<file path="src/design/dtcsm_pkg.sv">
`timescale 1ns / 1ps
package dtcsm_pkg;
    localparam int NUM_ENTRIES = 8;
    localparam int IDX_W = 3;
    localparam logic [7:0] CLEAR_STATUS = 8'h50;
    localparam logic [7:0] SAVE_MASK = 8'hBD;
    localparam logic [2:0] FN_LOAD = 3'd0;
    localparam logic [2:0] FN_RESTORE = 3'd1;
    localparam logic [2:0] FN_TEST = 3'd2;
    localparam logic [2:0] FN_CYCLE = 3'd3;
    localparam logic [2:0] FN_CLEAR = 3'd4;
    localparam logic [2:0] FN_COUNT = 3'd5;
    localparam logic [2:0] FN_REPMASK = 3'd6;
    localparam logic [2:0] FN_REPALL = 3'd7;
    localparam logic [1:0] OUT_PASS = 2'd0;
    localparam logic [1:0] OUT_FAIL = 2'd1;
    localparam logic [1:0] GRP_EMIS = 2'd0;
    localparam logic [1:0] GRP_NET = 2'd1;
    localparam logic [1:0] GRP_ALL = 2'd2;
    localparam logic [2:0] REG_DETECT = 3'd0;
    localparam logic [2:0] REG_AVAIL = 3'd1;
    localparam logic [2:0] REG_TRIP = 3'd2;
    localparam logic [2:0] REG_AGING = 3'd3;
    localparam logic [2:0] REG_EMIS_END = 3'd4;
    localparam logic [2:0] REG_NET_START = 3'd5;
    localparam logic [2:0] REG_NET_END = 3'd6;
    typedef logic [7:0] byte_t;
endpackage

</file>
<file path="src/design/dtc_status_manager_core.sv">
`timescale 1ns / 1ps
// Diagnostic trouble code table of eight entries with ISO 14229 status bytes.
// An item is taken when start is high and busy is low; busy then stays high
// while the walk visits every entry and through the closing state. The walk
// visits one entry per cycle through a single shared
// entry-update unit. Cycle end and reports show their records during the walk,
// each in the cycle after its entry is visited, so the final record is shown
// while busy is still high. Single-entry commands (load, restore, test result),
// count, clear and a report with no record show their one result in the cycle
// after the closing cycle, when busy has already dropped. Either way the next
// item can be taken as soon as busy is low again.
// Each result is held on the outputs for exactly one cycle, marked by
// out_valid, and the receiver cannot hold it off, so it must take every one.
module dtc_status_manager_core
    import dtcsm_pkg::*;
(
    input  logic        clk,
    input  logic        rst_n,
    input  logic        start,
    output logic        busy,
    input  logic [2:0]  func,
    input  logic [2:0]  entry_index,
    input  logic [23:0] dtc_code,
    input  logic [7:0]  saved_status,
    input  logic [1:0]  test_outcome,
    input  logic [1:0]  group_kind,
    input  logic [7:0]  status_mask,
    input  logic [3:0]  max_records,
    input  logic        cfg_we,
    input  logic [2:0]  cfg_index,
    input  logic [23:0] cfg_data,
    output logic        out_valid,
    output logic        record_valid,
    output logic [2:0]  out_index,
    output logic [23:0] out_code,
    output logic [7:0]  out_status,
    output logic [3:0]  match_count,
    output logic        persist_write,
    output logic        snapshot_request,
    output logic        last
);

    // Configuration registers.
    logic        detect_reg;
    byte_t       avail_reg, trip_lim_reg, aging_lim_reg;
    logic [23:0] emis_end_reg, net_start_reg, net_end_reg;

    // Entry state. Codes have no reset; the rest resets to known values.
    logic [23:0] code_mem [NUM_ENTRIES];
    byte_t       status_reg [NUM_ENTRIES];
    byte_t       trip_reg [NUM_ENTRIES];
    byte_t       fault_reg [NUM_ENTRIES];
    byte_t       aging_reg [NUM_ENTRIES];

    // Latched command.
    logic [2:0]  func_reg;
    logic [2:0]  idx_reg;
    byte_t       saved_reg, mask_reg;
    logic [1:0]  outcome_reg, group_reg;
    logic [3:0]  maxr_reg;

    // Sequencer: walk over entries, then a closing state.
    localparam logic [1:0] ST_IDLE = 2'd0;
    localparam logic [1:0] ST_WALK = 2'd1;
    localparam logic [1:0] ST_DONE = 2'd2;
    logic [1:0]  state_reg;
    logic [IDX_W-1:0] ptr_reg;
    logic [3:0]  cnt_reg;   // matches, cleared entries or records sent
    logic        snap_reg;

    // Registered outputs.
    logic        ov_reg, rv_reg, pw_reg, sr_reg, last_reg;
    logic [2:0]  oi_reg;
    logic [23:0] oc_reg;
    byte_t       os_reg;
    logic [3:0]  mc_reg;

    // Shared entry-update unit: works on the entry at ptr_reg.
    byte_t       s_cur, t_cur, f_cur, a_cur;
    byte_t       s_new, t_new, f_new, a_new;
    logic [23:0] c_cur;
    logic        u_write, u_snap, u_hit, u_emit, walk_last;
    logic        more_after;
    byte_t       st_av;
    logic [3:0]  maxr_eff;

    always_comb
    begin
        s_cur = status_reg[ptr_reg];
        t_cur = trip_reg[ptr_reg];
        f_cur = fault_reg[ptr_reg];
        a_cur = aging_reg[ptr_reg];
        c_cur = code_mem[ptr_reg];
        s_new = s_cur;
        t_new = t_cur;
        f_new = f_cur;
        a_new = a_cur;
        u_write = 1'b0;
        u_snap = 1'b0;
        u_hit = 1'b0;
        u_emit = 1'b0;
        st_av = s_cur & avail_reg;
        maxr_eff = (maxr_reg > 4'd8) ? 4'd8 : maxr_reg;
        case (func_reg)
            FN_RESTORE:
            begin
                if (ptr_reg == idx_reg)
                begin
                    s_new = (saved_reg | 8'h40) & 8'hFD;
                    u_write = 1'b1;
                end
            end
            FN_TEST:
            begin
                if (ptr_reg == idx_reg && detect_reg)
                begin
                    u_write = 1'b1;
                    if (outcome_reg == OUT_PASS)
                        s_new = s_cur & ~8'h51;
                    else if (outcome_reg == OUT_FAIL)
                    begin
                        s_new = (s_cur & ~8'h50) | 8'h01;
                        if (!s_new[1])
                        begin
                            t_new = (t_cur != 8'hFF) ? t_cur + 8'd1 : t_cur;
                            if (t_new >= trip_lim_reg)
                            begin
                                s_new[1] = 1'b1;
                                if (!s_new[3])
                                begin
                                    t_new = 8'd0;
                                    s_new[3] = 1'b1;
                                end
                                u_snap = 1'b1;
                            end
                            f_new = (f_cur != 8'hFF) ? f_cur + 8'd1 : f_cur;
                        end
                        s_new = s_new | 8'h24;
                        a_new = 8'd0;
                    end
                    if (!s_new[1] && !s_new[6])
                        t_new = 8'd0;
                end
            end
            FN_CYCLE:
            begin
                u_write = 1'b1;
                u_emit = 1'b1;
                if (!s_cur[4] && !s_cur[1])
                    s_new[2] = 1'b0;
                if (!s_cur[1] && s_cur[3])
                begin
                    if (a_cur >= aging_lim_reg)
                    begin
                        s_new = CLEAR_STATUS;
                        f_new = 8'd0;
                        a_new = 8'd0;
                        t_new = 8'd0;
                    end
                    else
                        a_new = (a_cur != 8'hFF) ? a_cur + 8'd1 : a_cur;
                end
                else
                    a_new = 8'd0;
                s_new = s_new & SAVE_MASK;
            end
            FN_CLEAR:
            begin
                case (group_reg)
                    GRP_EMIS: u_hit = (c_cur <= emis_end_reg);
                    GRP_NET:  u_hit = (c_cur >= net_start_reg) && (c_cur <= net_end_reg);
                    GRP_ALL:  u_hit = 1'b1;
                    default:  u_hit = 1'b0;
                endcase
                if (u_hit)
                begin
                    u_write = 1'b1;
                    s_new = CLEAR_STATUS;
                    t_new = 8'd0;
                    f_new = 8'd0;
                    a_new = 8'd0;
                end
            end
            FN_COUNT:
                u_hit = ((st_av & mask_reg) != 8'd0);
            FN_REPMASK:
                u_emit = ((st_av & mask_reg) != 8'd0) && (cnt_reg < maxr_eff);
            FN_REPALL:
                u_emit = (cnt_reg < maxr_eff);
            default:
                u_write = 1'b0;
        endcase
        walk_last = (ptr_reg == IDX_W'(NUM_ENTRIES - 1));
        // A report record is the final one when no later entry would be reported.
        more_after = 1'b0;
        for (int j = 0; j < NUM_ENTRIES; j++)
        begin
            if (IDX_W'(j) > ptr_reg && (func_reg == FN_REPALL
                || ((status_reg[j] & avail_reg & mask_reg) != 8'd0)))
                more_after = 1'b1;
        end
    end

    assign busy = (state_reg != ST_IDLE);

    always_ff @(posedge clk or negedge rst_n)
    begin
        if (!rst_n)
        begin
            detect_reg <= 1'b1;
            avail_reg <= 8'hFF;
            trip_lim_reg <= 8'd50;
            aging_lim_reg <= 8'd40;
            emis_end_reg <= 24'd0;
            net_start_reg <= 24'd0;
            net_end_reg <= 24'd0;
        end
        else if (cfg_we)
        begin
            case (cfg_index)
                REG_DETECT:    detect_reg <= cfg_data[0];
                REG_AVAIL:     avail_reg <= cfg_data[7:0];
                REG_TRIP:      trip_lim_reg <= cfg_data[7:0];
                REG_AGING:     aging_lim_reg <= cfg_data[7:0];
                REG_EMIS_END:  emis_end_reg <= cfg_data;
                REG_NET_START: net_start_reg <= cfg_data;
                REG_NET_END:   net_end_reg <= cfg_data;
                default:       detect_reg <= detect_reg;
            endcase
        end
    end

    // Code memory: written by load, read at the walk pointer and at the latched index.
    always_ff @(posedge clk)
    begin
        if (start && !busy && func == FN_LOAD)
            code_mem[entry_index] <= dtc_code;
    end

    always_ff @(posedge clk)
    begin
        if (start && !busy)
        begin
            func_reg <= func;
            idx_reg <= entry_index;
            saved_reg <= saved_status;
            outcome_reg <= test_outcome;
            group_reg <= group_kind;
            mask_reg <= status_mask;
            maxr_reg <= max_records;
        end
    end

    always_ff @(posedge clk or negedge rst_n)
    begin
        if (!rst_n)
        begin
            for (int i = 0; i < NUM_ENTRIES; i++)
            begin
                status_reg[i] <= CLEAR_STATUS;
                trip_reg[i] <= 8'd0;
                fault_reg[i] <= 8'd0;
                aging_reg[i] <= 8'd0;
            end
            state_reg <= ST_IDLE;
            ptr_reg <= '0;
            cnt_reg <= 4'd0;
            snap_reg <= 1'b0;
            ov_reg <= 1'b0;
            rv_reg <= 1'b0;
            pw_reg <= 1'b0;
            sr_reg <= 1'b0;
            last_reg <= 1'b0;
            oi_reg <= 3'd0;
            oc_reg <= 24'd0;
            os_reg <= 8'd0;
            mc_reg <= 4'd0;
        end
        else
        begin
            ov_reg <= 1'b0;
            case (state_reg)
                ST_IDLE:
                begin
                    if (start)
                    begin
                        state_reg <= ST_WALK;
                        ptr_reg <= '0;
                        cnt_reg <= 4'd0;
                        snap_reg <= 1'b0;
                    end
                end
                ST_WALK:
                begin
                    if (u_write)
                    begin
                        status_reg[ptr_reg] <= s_new;
                        trip_reg[ptr_reg] <= t_new;
                        fault_reg[ptr_reg] <= f_new;
                        aging_reg[ptr_reg] <= a_new;
                    end
                    if (u_snap)
                        snap_reg <= 1'b1;
                    if (u_hit)
                        cnt_reg <= cnt_reg + 4'd1;
                    if (u_emit)
                    begin
                        ov_reg <= 1'b1;
                        rv_reg <= 1'b1;
                        oi_reg <= ptr_reg;
                        oc_reg <= c_cur;
                        os_reg <= (func_reg == FN_CYCLE) ? s_new : st_av;
                        mc_reg <= 4'd0;
                        pw_reg <= (func_reg == FN_CYCLE);
                        sr_reg <= 1'b0;
                        last_reg <= (func_reg == FN_CYCLE) ? walk_last
                                    : ((cnt_reg + 4'd1 == maxr_eff) || !more_after);
                        if (func_reg != FN_CYCLE)
                            cnt_reg <= cnt_reg + 4'd1;
                    end
                    if (walk_last)
                        state_reg <= ST_DONE;
                    else
                        ptr_reg <= ptr_reg + 1'b1;
                end
                ST_DONE:
                begin
                    state_reg <= ST_IDLE;
                    ov_reg <= 1'b1;
                    rv_reg <= 1'b0;
                    oi_reg <= 3'd0;
                    oc_reg <= 24'd0;
                    os_reg <= 8'd0;
                    mc_reg <= 4'd0;
                    pw_reg <= 1'b0;
                    sr_reg <= 1'b0;
                    last_reg <= 1'b1;
                    case (func_reg)
                        FN_LOAD, FN_RESTORE, FN_TEST:
                        begin
                            rv_reg <= 1'b1;
                            oi_reg <= idx_reg;
                            oc_reg <= code_mem[idx_reg];
                            os_reg <= status_reg[idx_reg];
                            pw_reg <= snap_reg;
                            sr_reg <= snap_reg;
                        end
                        FN_CLEAR, FN_COUNT:
                            mc_reg <= cnt_reg;
                        FN_CYCLE:
                            ov_reg <= 1'b0;
                        default:
                            ov_reg <= (cnt_reg == 4'd0);
                    endcase
                end
                default:
                    state_reg <= ST_IDLE;
            endcase
        end
    end

    assign out_valid = ov_reg;
    assign record_valid = rv_reg;
    assign out_index = oi_reg;
    assign out_code = oc_reg;
    assign out_status = os_reg;
    assign match_count = mc_reg;
    assign persist_write = pw_reg;
    assign snapshot_request = sr_reg;
    assign last = last_reg;

    // A snapshot request always comes with a persistent write.
    a_snap_pw: assert property (@(posedge clk) disable iff (!rst_n)
        out_valid && snapshot_request |-> persist_write)
        else $error("snapshot without persist write");
    // No result while idle unless the walk just finished.
    a_out_busy: assert property (@(posedge clk) disable iff (!rst_n)
        out_valid |-> $past(busy))
        else $error("result without a command in flight");
    // The closing state always returns to idle.
    a_done_idle: assert property (@(posedge clk) disable iff (!rst_n)
        state_reg == ST_DONE |=> state_reg == ST_IDLE)
        else $error("sequencer stuck after walk");

endmodule
</file>
<file path="config.mk">
export PLATFORM = sky130hd
export DESIGN_NAME = dtc_status_manager_core
export DESIGN_NICKNAME = d
export VERILOG_FILES = /design/src/design/dtcsm_pkg.sv /design/src/design/dtc_status_manager_core.sv
export SDC_FILE = /design/constraint.sdc
export NUM_CORES = 1
export LEC_CHECK = 0
export BUFFER_PORTS_ARGS = -buffer_cell sky130_fd_sc_hd__buf_2
export CAP_MARGIN = 30
export CORE_MARGIN = 2
export CORE_UTILIZATION = 56
export DETAILED_ROUTE_END_ITERATION = 7
export GPL_TIMING_DRIVEN = 0
export PLACE_DENSITY_LB_ADDON = 0.08
export SYNTH_ARGS = -nofsm -noshare
export SYNTH_HDL_FRONTEND = slang
export SYNTH_SLANG_ARGS = --single-unit
</file>
<file path="constraint.sdc">
create_clock -name clk -period 4.8 [get_ports clk]
set_clock_uncertainty 0.05 [all_clocks]
set_input_delay 0.24 -clock clk [delete_from_list [all_inputs] [get_ports clk]]
set_output_delay 0.24 -clock clk [all_outputs]
set_load 0.05 [all_outputs]
</file>
After elaboration in Yosys (flattened, before gate mapping)
Memory sizes are Yosys's and may differ from the RTL's. A register that Yosys moved wholly into a read port is not among the register bits.
Index checks and enable logic that the tools add are counted.
{ "op_classes": {"add_sub_neg": 4, "magnitude_cmp": 18, "eq_ne": 29, "muxes": 118, "bitwise_logic": 20, "reduce_logical": 67} }
{ "op_table": {"columns": ["op", "n"], "rows": [
  ["8-bit two-way mux", 37],
  ["64-bit bitwise mux", 3],
  ["8-bit AND", 18],
  ["8-bit binary-select mux with 3-bit select", 4],
  ["8-bit nonzero test", 9],
  ["24-bit less-or-equal comparator", 2],
  ["24-bit two-way mux", 2],
  ["24-bit one-hot mux with 2 select lines", 1],
  ["8-bit one-hot mux with 3 select lines", 2],
  ["1-bit two-way mux", 34],
  ["8-bit one-hot mux with 4 select lines", 1],
  ["4-bit two-way mux", 7],
  ["8-bit demux with 3-bit select", 1],
  ["3-bit equality test (second input constant)", 8],
  ["24-bit greater-or-equal comparator", 1],
  ["2-bit AND reduction", 11],
  ["1-bit logical AND", 17],
  ["8-bit by 1-bit adder with 8-bit output (second input constant)", 2],
  ["8-bit greater-or-equal comparator", 2],
  ["8-bit != test (second input constant)", 2],
  ["1-bit one-hot mux with 2 select lines", 8],
  ["4-bit one-hot mux with 2 select lines", 2],
  ["8-bit one-hot mux with 2 select lines", 1],
  ["3-bit two-way mux", 5],
  ["other kinds (34)", 76]
]} }
{ "word_totals": {"reg_bits": 373, "mem_bits_rw": 192, "in_bits": 85, "elab_cells": 308, "mem_count": 1} }
{ "mem_list": {"columns": ["name", "depth", "word_bits", "rd", "rd_clocked_by_memory_dff", "wr", "line_no", "rtl"], "rows": [
  ["code_mem", 8, 24, 2, 1, 1, "dtc_status_manager_core.sv:49", "logic [23:0] code_mem [NUM_ENTRIES];"]
]} }

Depth between registers and ports, before layout
Gate-level depths: netlist of run 1.
{ "depth": {"depth_word": 19, "mapped_depth": 25} }

Worst setup path after synthesis of run 1
Ideal clock, no wire load.
{ "synth_path": {"kind": "register to register", "from": "reg ptr_reg[1]", "to": "reg trip_reg[12] (netlist name)", "setup_ns": 0.137, "t_arrival_ns": 4.605, "required_time_ns": 4.613, "slack_ns": 0.008, "stages_incl_launch_ff": 23, "n_path_buf": 4, "path_cell_list": "dfrtp_1 > buf_6 > buf_8 > buf_6 > inv_2 > buf_2 > a221oi_1 > o22ai_1 > ha_1 > inv_1 > a211oi_4 > o2111ai_4 > and3_1 > a31oi_1 > ha_1 > a21oi_1 > o21ai_0 > a41oi_1 > a211oi_1 > o21ai_0 > a2111oi_2 > nor3_2 > o21ai_0"} }
{ "synth_between": {"elab_chain_len": 19, "word_cells_on_any_way": 57, "cone_classes": "add/sub (1); order compare (7); eq/ne (2); mux (36); bitwise (1); reduce/logical (9); memory (1)"} }
{ "synth_lines": {"columns": ["item", "line_no", "rtl"], "rows": [
  ["start, declared", "dtc_status_manager_core.sv:67", "logic [IDX_W-1:0] ptr_reg;"],
  ["start signal, assigned", "dtc_status_manager_core.sv:324", "ptr_reg <= ptr_reg + 1'b1;"],
  ["3-bit inverter with 4-bit output (implied by the code)", null, null],
  ["8-bit binary-select mux with 3-bit select", "dtc_status_manager_core.sv:90", "t_cur = trip_reg[ptr_reg];"],
  ["8-bit two-way mux (implied by the code) (2 in a row)", "dtc_status_manager_core.sv:90", null],
  ["8-bit by 1-bit adder with 8-bit output / 8-bit != test (equally long branches)", "dtc_status_manager_core.sv:125", "t_new = (t_cur != 8'hFF) ? t_cur + 8'd1 : t_cur;"],
  ["8-bit two-way mux", "dtc_status_manager_core.sv:125", null],
  ["8-bit greater-or-equal comparator", "dtc_status_manager_core.sv:126", "if (t_new >= trip_lim_reg)"],
  ["1-bit two-way mux", "dtc_status_manager_core.sv:126", null],
  ["1-bit two-way mux", "dtc_status_manager_core.sv:123", "if (!s_new[1])"],
  ["(+2 left out)", null, null],
  ["8-bit two-way mux", "dtc_status_manager_core.sv:115", "if (ptr_reg == idx_reg && detect_reg)"],
  ["8-bit two-way mux", "dtc_status_manager_core.sv:104", "case (func_reg)"],
  ["1-bit zero test", "dtc_status_manager_core.sv:141", "if (!s_new[1] && !s_new[6])"],
  ["1-bit logical AND", "dtc_status_manager_core.sv:141", null],
  ["8-bit two-way mux", "dtc_status_manager_core.sv:141", null],
  ["8-bit two-way mux", "dtc_status_manager_core.sv:115", null],
  ["8-bit one-hot mux with 3 select lines", "dtc_status_manager_core.sv:104", null],
  ["64-bit bitwise mux", "dtc_status_manager_core.sv:298", "trip_reg[ptr_reg] <= t_new;"],
  ["end signal, assigned by index", "dtc_status_manager_core.sv:298", null],
  ["end, declared", "dtc_status_manager_core.sv:51", "byte_t trip_reg [NUM_ENTRIES];"]
]} }
Several ways; a longest one is shown, not always the timed one. The select of a mux whose other input is x is not followed.
A chain may end at the register's enable or synchronous reset.

Worst setup path after layout of run 1
{ "layout_path": {"from": "reg ptr_reg[0]", "to": "reg trip_reg[20] (netlist name)"} }
Same word-level chain as after synthesis.

==> metrics.md, run 1 <==
| Metric | Value |
|---|---|
| Peak VDD IR | `about 0.52 mV` |
| Final net count | `between 3,000 and 4,000` |
| M2 GR Usage | `roughly 64%` |
| # port buffers | `~120` |
| Vias after detailed routing | `roughly 25,000` |
| Endpoints failing setup | `about 160` |
| # IOs | `130` |
| Startpoint types | `flop` |
| Placeable Area | `between 50,000 and 60,000 sq um` |
| CTS tree | `yes` |
| Die Span X | `230 um` |
| DRT Wirelength | `between 100,000 and 150,000 um` |
| Crit path time final | `between 5 and 6 ns` |
| Crit. End Element | `flop` |
| PwrDens | `552 nW/um^2` |
| Hold WC Path Type | `primary input to flop` |
| CTS Sinks | `566` |
| Max-cap viol count | `0` |
| M3 GR Usage | `between 8 and 9%` |
| Primary FF master, synth | `dfrtp_1` |
| Clock insertion delay at the later pin of the skew report | `0.64 ns` |
| Mapped Area | `between 20,000 and 30,000 sq um` |
| Static Leak | `around 16 nW` |
| DR vias/cell | `6.74` |
| Synth warn | `0` |
| GP Congestion | `approximately 0.95` |
| Final worst setup slack | `-0.300 ns` |
| Clk slew on worst S/H paths | `approximately 0.070 ns` |
| Total negative slack | `-9.28 ns` |
| Layout area overhead | `35.0%` |
| Max_slew headroom | `a little under a quarter` |
| Synthesized Nets | `between 2,000 and 3,000` |
| Die H | `roughly 230 um` |
| Hold Violations, Final | `0` |
| Final period util | `106%` |
| Fraction of layout cells with a size suffix above 1 | `roughly two fifths` |
| Initial Util | `between 50 and 60%` |
| Worst path required time | `5.23 ns` |
| CP Data Arrival Time | `between 5 and 6 ns` |
| Root buf cell | `clkbuf_16` |
| Row cnt | `82` |
| Yosys reg bits | `roughly 570` |
| GRT overflow | `0` |
| GR peak layer | `met2` |
| # H-tree levels | `2` |
| Synth Instances | `~2,400` |
| Initial antenna violation count | `0` |
| Synthesized area per cell | `about 12 sq um` |
| Fmax | `between 150 and 200 MHz` |
| Status | `finished with violations` |
| Drt first pass iters | `6` |
| RSZ-0062 raised after global routing | `yes` |
| Fin util | `76.8%` |
| Pin count of the biggest net entering global routing | `~120` |
| Crit path max fanout | `10` |
| Number of flip-flops in the largest register | `approximately 190` |
| Seq/Total Area, Yosys | `approximately 53%` |
| DR iter-0 viols | `3,110` |
| Failing checks | `setup timing` |
| Drc violations | `0` |
| Total Power | `between 0.02 and 0.025 W` |
| EDFF count, synth | `220` |
| First-pass GRT wire length | `approximately 160,000 um` |
| Final Max Slew Viols | `0` |
| WS Path Type | `flop to flop` |
| Die area | `53,000 sq um` |
| DP HPWL | `roughly 70,000 um` |
| CTS Buf Count | `59` |
| Clock Path Buffers | `3` |
| Worst-Margin Slew | `between 1 and 1.5 ns` |
| Grt met1 use | `approximately half` |
| Number of global-route vias before repair | `24,100` |
| Register name with the most flops | `code_mem` |
| Antenna Violating Nets Remaining | `0` |
| Routed len/inst | `a little over 30 um` |
| GRT Overall Usage | `between 30% and 40%` |
| Netlist cell types | `95` |
| Post-synth ARST share | `roughly three fifths` |
## layer usage
metal	routed length (um)	share of wire (%)	up-vias
met4	10300	9.2	0
met3	11300	10	545
met2	51400	46	1714
met5	0	0	-
li1	-	-	10200
met1	39600	35	12200
## stage by stage
| step | cells | area, sq um | hold slack, ns | worst slack [ns] |
|---|---|---|---|---|
| after floorplan | 2442 | 28700 | -0.106 | 0.00782 |
| after global placement | 3238 | 30100 | 0.368 | -3.04 |
| after detailed placement | 3260 | 30600 | 0.0196 | -2.58 |
| after CTS | 3565 | 36000 | 0.0213 | -0.0124 |
| after global routing | 3663 | 38700 | 0.0959 | -0.446 |
| final | 3664 | 38700 | 0.0694 | -0.300 |
## logic make-up after synthesis
group / synth area share (%)
XOR/XNOR: 0.305
flip-flops: 53.3
multiplexers: 13.3
AO/OA/AOI/OAI: 15.3
buffers and inverters: 3.87
AND/OR/NAND/NOR: 9.38
adder cells (fa/ha/maj): 4.54
## worst paths after layout
kind | from | endpoint | slack, ns | depth (start not counted)
worst min-delay path | start | cnt_reg[1] | 0.07 | 3
min in group asynchronous | rst_n | aging_reg[18] | 0.22 | 3
worst min register to register | trip_reg[21] | trip_reg[21] | 0.44 | 2
worst max register to register | ptr_reg[0] | trip_reg[20] | -0.30 | 23
max in group asynchronous | rst_n | snapshot_request | 3.51 | 4
worst max-delay path | ptr_reg[0] | trip_reg[20] | -0.30 | 23
## layout make-up
cell class	count	area [sq um]
Buffer	147	1730
Clock buffer	73	1590
Tap cell	672	841
Sequential cell	566	15300
Multi-Input combinational cell	1615	14400
Clock inverter	39	430
Fill cell	3080	11700
Inverter	110	430
Timing Repair Buffer	441	4030
Antenna cell	1	2.50
## timing repair
action                     CTS  global route
hold buffers                78             0
setup buffers              111            78
hold endpoints to repair   546             0
gates resized for setup    361           590
gates cloned                 8            21
pin swaps                   68           174
setup endpoints to repair  202           201
## synth_stat cells, types with 24 or more instances
library cell / n / area share, %
inv_1: 107 / 1.4
nand4_1: 32 / 0.70
a221oi_1: 34 / 1.0
nand3_1: 47 / 0.82
o21ai_1: 32 / 0.56
ha_1: 104 / 4.5
clkbuf_1: 101 / 1.3
mux2i_1: 61 / 2.1
dfrtp_1: 313 / 27
a22oi_1: 92 / 2.4
nand2_1: 297 / 3.9
nor2_1: 82 / 1.1
nor3_1: 24 / 0.42
mux2_2: 95 / 3.7
a21oi_1: 77 / 1.3
edfxtp_1: 220 / 23
mux4_2: 87 / 6.8
o21ai_0: 239 / 4.2
dfstp_2: 30 / 2.7
## power by group
part	internal, W	total, W	switching, W
registers	0.00574	0.00636	0.000616
clock network	0.00279	0.00485	0.00206
logic	0.00415	0.0102	0.00603
total	0.0127	0.0214	0.00870
## worst max-delay path, cell delays in order (launching register included)
cell,delay [ns]
dfrtp_1,0.35
clkbuf_4,0.22
buf_6,0.24
inv_6,0.10
buf_8,0.17
buf_12,0.15
buf_4,0.16
nor2_1,0.11
a21oi_1,0.06
o21ai_2,0.47
ha_1,0.35
nand3_1,0.09
nand2_1,0.07
a221oi_2,0.30
o211ai_1,0.25
o31a_1,0.32
a22o_4,0.26
buf_8,0.14
buf_4,0.14
buf_16,0.14
nor3_4,0.14
nor3_4,0.06
buf_12,0.16
o21ai_1,0.42
## cell usage in the layout (no fill, tap or decap), types with 74 or more instances in the layout
master / synthesis / final
nand2_1: 297 / 178
o21ai_2: 7 / 110
inv_1: 107 / 105
o21ai_1: 32 / 74
buf_4: 6 / 149
ha_1: 104 / 90
buf_2: 19 / 129
mux4_2: 87 / 87
edfxtp_1: 220 / 220
o21ai_0: 239 / 92
clkbuf_16: 0 / 91
a22oi_1: 92 / 84
mux2_2: 95 / 94
dfrtp_1: 313 / 313
dlygate4sd3_1: 0 / 78
Note: power is estimated with default switching activity, not from simulation.
==> run 2, diff against run 1 <==
--- a/config.mk
+++ b/config.mk
@@ -5,7 +5,7 @@
 export SDC_FILE = /design/constraint.sdc
 export NUM_CORES = 1
 export LEC_CHECK = 0
-export BUFFER_PORTS_ARGS = -buffer_cell sky130_fd_sc_hd__buf_2
+export BUFFER_PORTS_ARGS = -buffer_cell sky130_fd_sc_hd__clkbuf_2
 export CAP_MARGIN = 30
 export CORE_MARGIN = 2
 export CORE_UTILIZATION = 56
==> metrics.md, run 2 (same netlist as run 1, synthesis figures left out) <==
| Metric | Value |
|---|---|
| Status | `finished with violations` |
| Failing checks | `setup timing` |
| R2r worst-path depth | `24 (+4.3%)` |
| Register name with the most flops | `code_mem` |
| Final period util | `106% (-0.25 points)` |
| Hold Violations, Final | `0 (unchanged)` |
| Root buf cell | `clkbuf_16` |
| Reg2reg end | `aging_reg[37]` |
| Die H | `230 um (unchanged)` |
| Max_slew headroom | `21.9% (-1.5 points)` |
| Clock Path Buffers | `3 (unchanged)` |
| GRT overflow | `0 (unchanged)` |
| DP HPWL | `69,600 um (-1.2%)` |
| Layout filler cell count | `3,012 (-2.2%)` |
| Die Span X | `230 um (unchanged)` |
| Final Max Slew Viols | `0 (unchanged)` |
| Peak VDD IR | `0.524 mV (+1.1%)` |
| Layout area overhead | `35.8%` |
| Final worst setup slack | `-0.288 ns (+0.0121 ns)` |
| Final net count | `3,117 (-0.38%)` |
| Fin util | `77.3% (+0.42 points)` |
| RSZ-0062 raised after global routing | `yes` |
| Clock insertion delay at the later pin of the skew report | `0.68 ns (+0.04 ns)` |
| Number of flip-flops in the largest register | `192 (unchanged)` |
| Worst-Margin Slew | `1.16 ns (+0.0228 ns)` |
| Row cnt | `82 (unchanged)` |
| Most frequent cells in the layout | `dfrtp_1, edfxtp_1, nand2_1` |
| Number of global-route vias before repair | `24,100 (-0.095%)` |
| Clk slew on worst S/H paths | `0.06 ns (about the same)` |
| Drt first pass iters | `7 (+1)` |
| DR iter-0 viols | `3,227 (+3.8%)` |
| Antenna Violating Nets Remaining | `0 (unchanged)` |
| PwrDens | `553 nW/um^2 (about the same)` |
| Fmax | `197 MHz (+0.24%)` |
| Crit path time final | `5.09 ns (-0.0121 ns)` |
| Hold WS | `0.0331 ns (-0.0363 ns)` |
| Crit. End Element | `flop` |
| Initial antenna violation count | `4 (+4)` |
| CP Data Arrival Time | `5.59 ns (+0.06 ns)` |
| Initial Util | `56.9% (unchanged)` |
| Startpoint types | `flop` |
| CTS Sinks | `566 (unchanged)` |
| Finished Cell Area | `38,900 sq um (+0.55%)` |
| Max-cap viol count | `0 (unchanged)` |
| Drc violations | `0 (unchanged)` |
| Most common cell after layout, fill and taps aside | `dfrtp_1` |
| CP Launch Point | `ptr_reg[2]` |
| GRT Overall Usage | `40.0% (about the same)` |
| DR vias/cell | `6.79 (+0.73%)` |
| Sink of the worst hold path | `ptr_reg[1]` |
| CTS Buf Count | `59 (unchanged)` |
| Total negative slack | `-20.66 ns (-11.38 ns)` |
| Pin count of the biggest net entering global routing | `106 (-15%)` |
| Die area | `53,000 sq um (unchanged)` |
| GP Congestion | `0.977 (+3.0%)` |
| # port buffers | `124 (unchanged)` |
| Vias after detailed routing | `24,800 (+0.41%)` |
| Worst path required time | `5.31 ns (+0.08 ns)` |
| # IOs | `130 (unchanged)` |
| Crit path max fanout | `10 (unchanged)` |
| # H-tree levels | `2 (unchanged)` |
| WS Path Type | `flop to flop` |
| First-pass GRT wire length | `156,000 um (about the same)` |
| Endpoints failing setup | `197 (+25%)` |
| Post-Place Cell Area | `30,600 sq um (about the same)` |
| Static Leak | `15.8 nW (+0.51%)` |
| Hold path startpoint | `start` |
| Hold WC Path Type | `primary input to flop` |
| R2r startpoint | `ptr_reg[2]` |
| Fraction of layout cells with a size suffix above 1 | `39.3% (+0.36 points)` |
| DRT Wirelength | `112,000 um (-0.67%)` |
| FF-to-FF setup slack | `-0.29 ns (about the same)` |
| Routed len/inst | `30.6 um (-0.34%)` |
| Placeable Area | `50,400 sq um (unchanged)` |
| CTS tree | `yes` |
| Placement Setup Slack | `-2.55 ns (+0.0332 ns)` |
| Hold depth | `3 (unchanged)` |
==> run 2: how the worst max path moves through the flow <==
stage / to / slack, ns / depth (start not counted)
after detailed placement: status_reg[61] / -2.55 / 25
after global placement: out_code[4] / -3.95 / 1
after floorplan: trip_reg[12] / 0.008 / 22
after global routing: aging_reg[37] / -0.33 / 26
final: aging_reg[37] / -0.29 / 24
after CTS: status_reg[41] / -0.007 / 27
==> run 2: layout make-up <==
| cell class | instances | area [sq um] | share of cell area (%) |
|---|---|---|---|
| Sequential cell | 566 | 15300 | 39.3 |
| Multi-Input combinational cell | 1615 | 14400 | 36.9 |
| Timing Repair Buffer | 430 | 4180 | 10.7 |
| Clock buffer | 83 | 1700 | 4.36 |
| Buffer | 146 | 1670 | 4.29 |
| Tap cell | 672 | 841 | 2.16 |
| Clock inverter | 29 | 454 | 1.17 |
| Inverter | 110 | 420 | 1.08 |
| Antenna cell | 1 | 2.50 | 0.00643 |
==> run 2: stage by stage <==
stage                     std cells  power [W]
after global routing           3651     0.0222
after floorplan                2442     0.0109
final                          3652     0.0215
after global placement         3238     0.0133
after detailed placement       3262     0.0136
after CTS                      3582     0.0202
==> run 2: power by group <==
part	internal (W)	switching [W]	total, W
Sequential	0.00575	0.000635	0.00638
Combinational	0.00409	0.00594	0.0100
Clock	0.00301	0.00209	0.00510
==> run 2: what timing repair did <==
action,CTS,global route
hold endpoints to repair,448,0
setup endpoints to repair,202,201
gates resized for setup,383,604
setup buffers,125,51
hold buffers,77,0
pin swaps,70,156
gates cloned,11,20
==> run 2: worst max-delay path, stage by stage, from the launching register on <==
cell      delay [ns]
dfrtp_1         0.40
buf_8           0.15
buf_12          0.14
buf_12          0.12
buf_12          0.12
nor3b_4         0.32
buf_6           0.22
clkbuf_8        0.24
a221oi_2        0.10
o21ai_2         0.13
buf_4           0.23
ha_4            0.22
nand4_1         0.14
nor2_1          0.08
a221oi_2        0.28
o211ai_1        0.28
o31a_1          0.33
a22o_4          0.27
buf_8           0.14
buf_6           0.11
nor2_4          0.25
buf_12          0.15
a211oi_4        0.05
buf_6           0.16
o21ai_2         0.24
==> run 2: per-layer routing <==
layer | routed length [um] | up-vias | track usage (%)
met5 | 30 | - | 0
met4 | 10200 | 6 | 28.0
met3 | 11500 | 571 | 8.64
met2 | 51400 | 1742 | 63.3
met1 | 38800 | 12300 | 49.2
li1 | - | 10200 | -
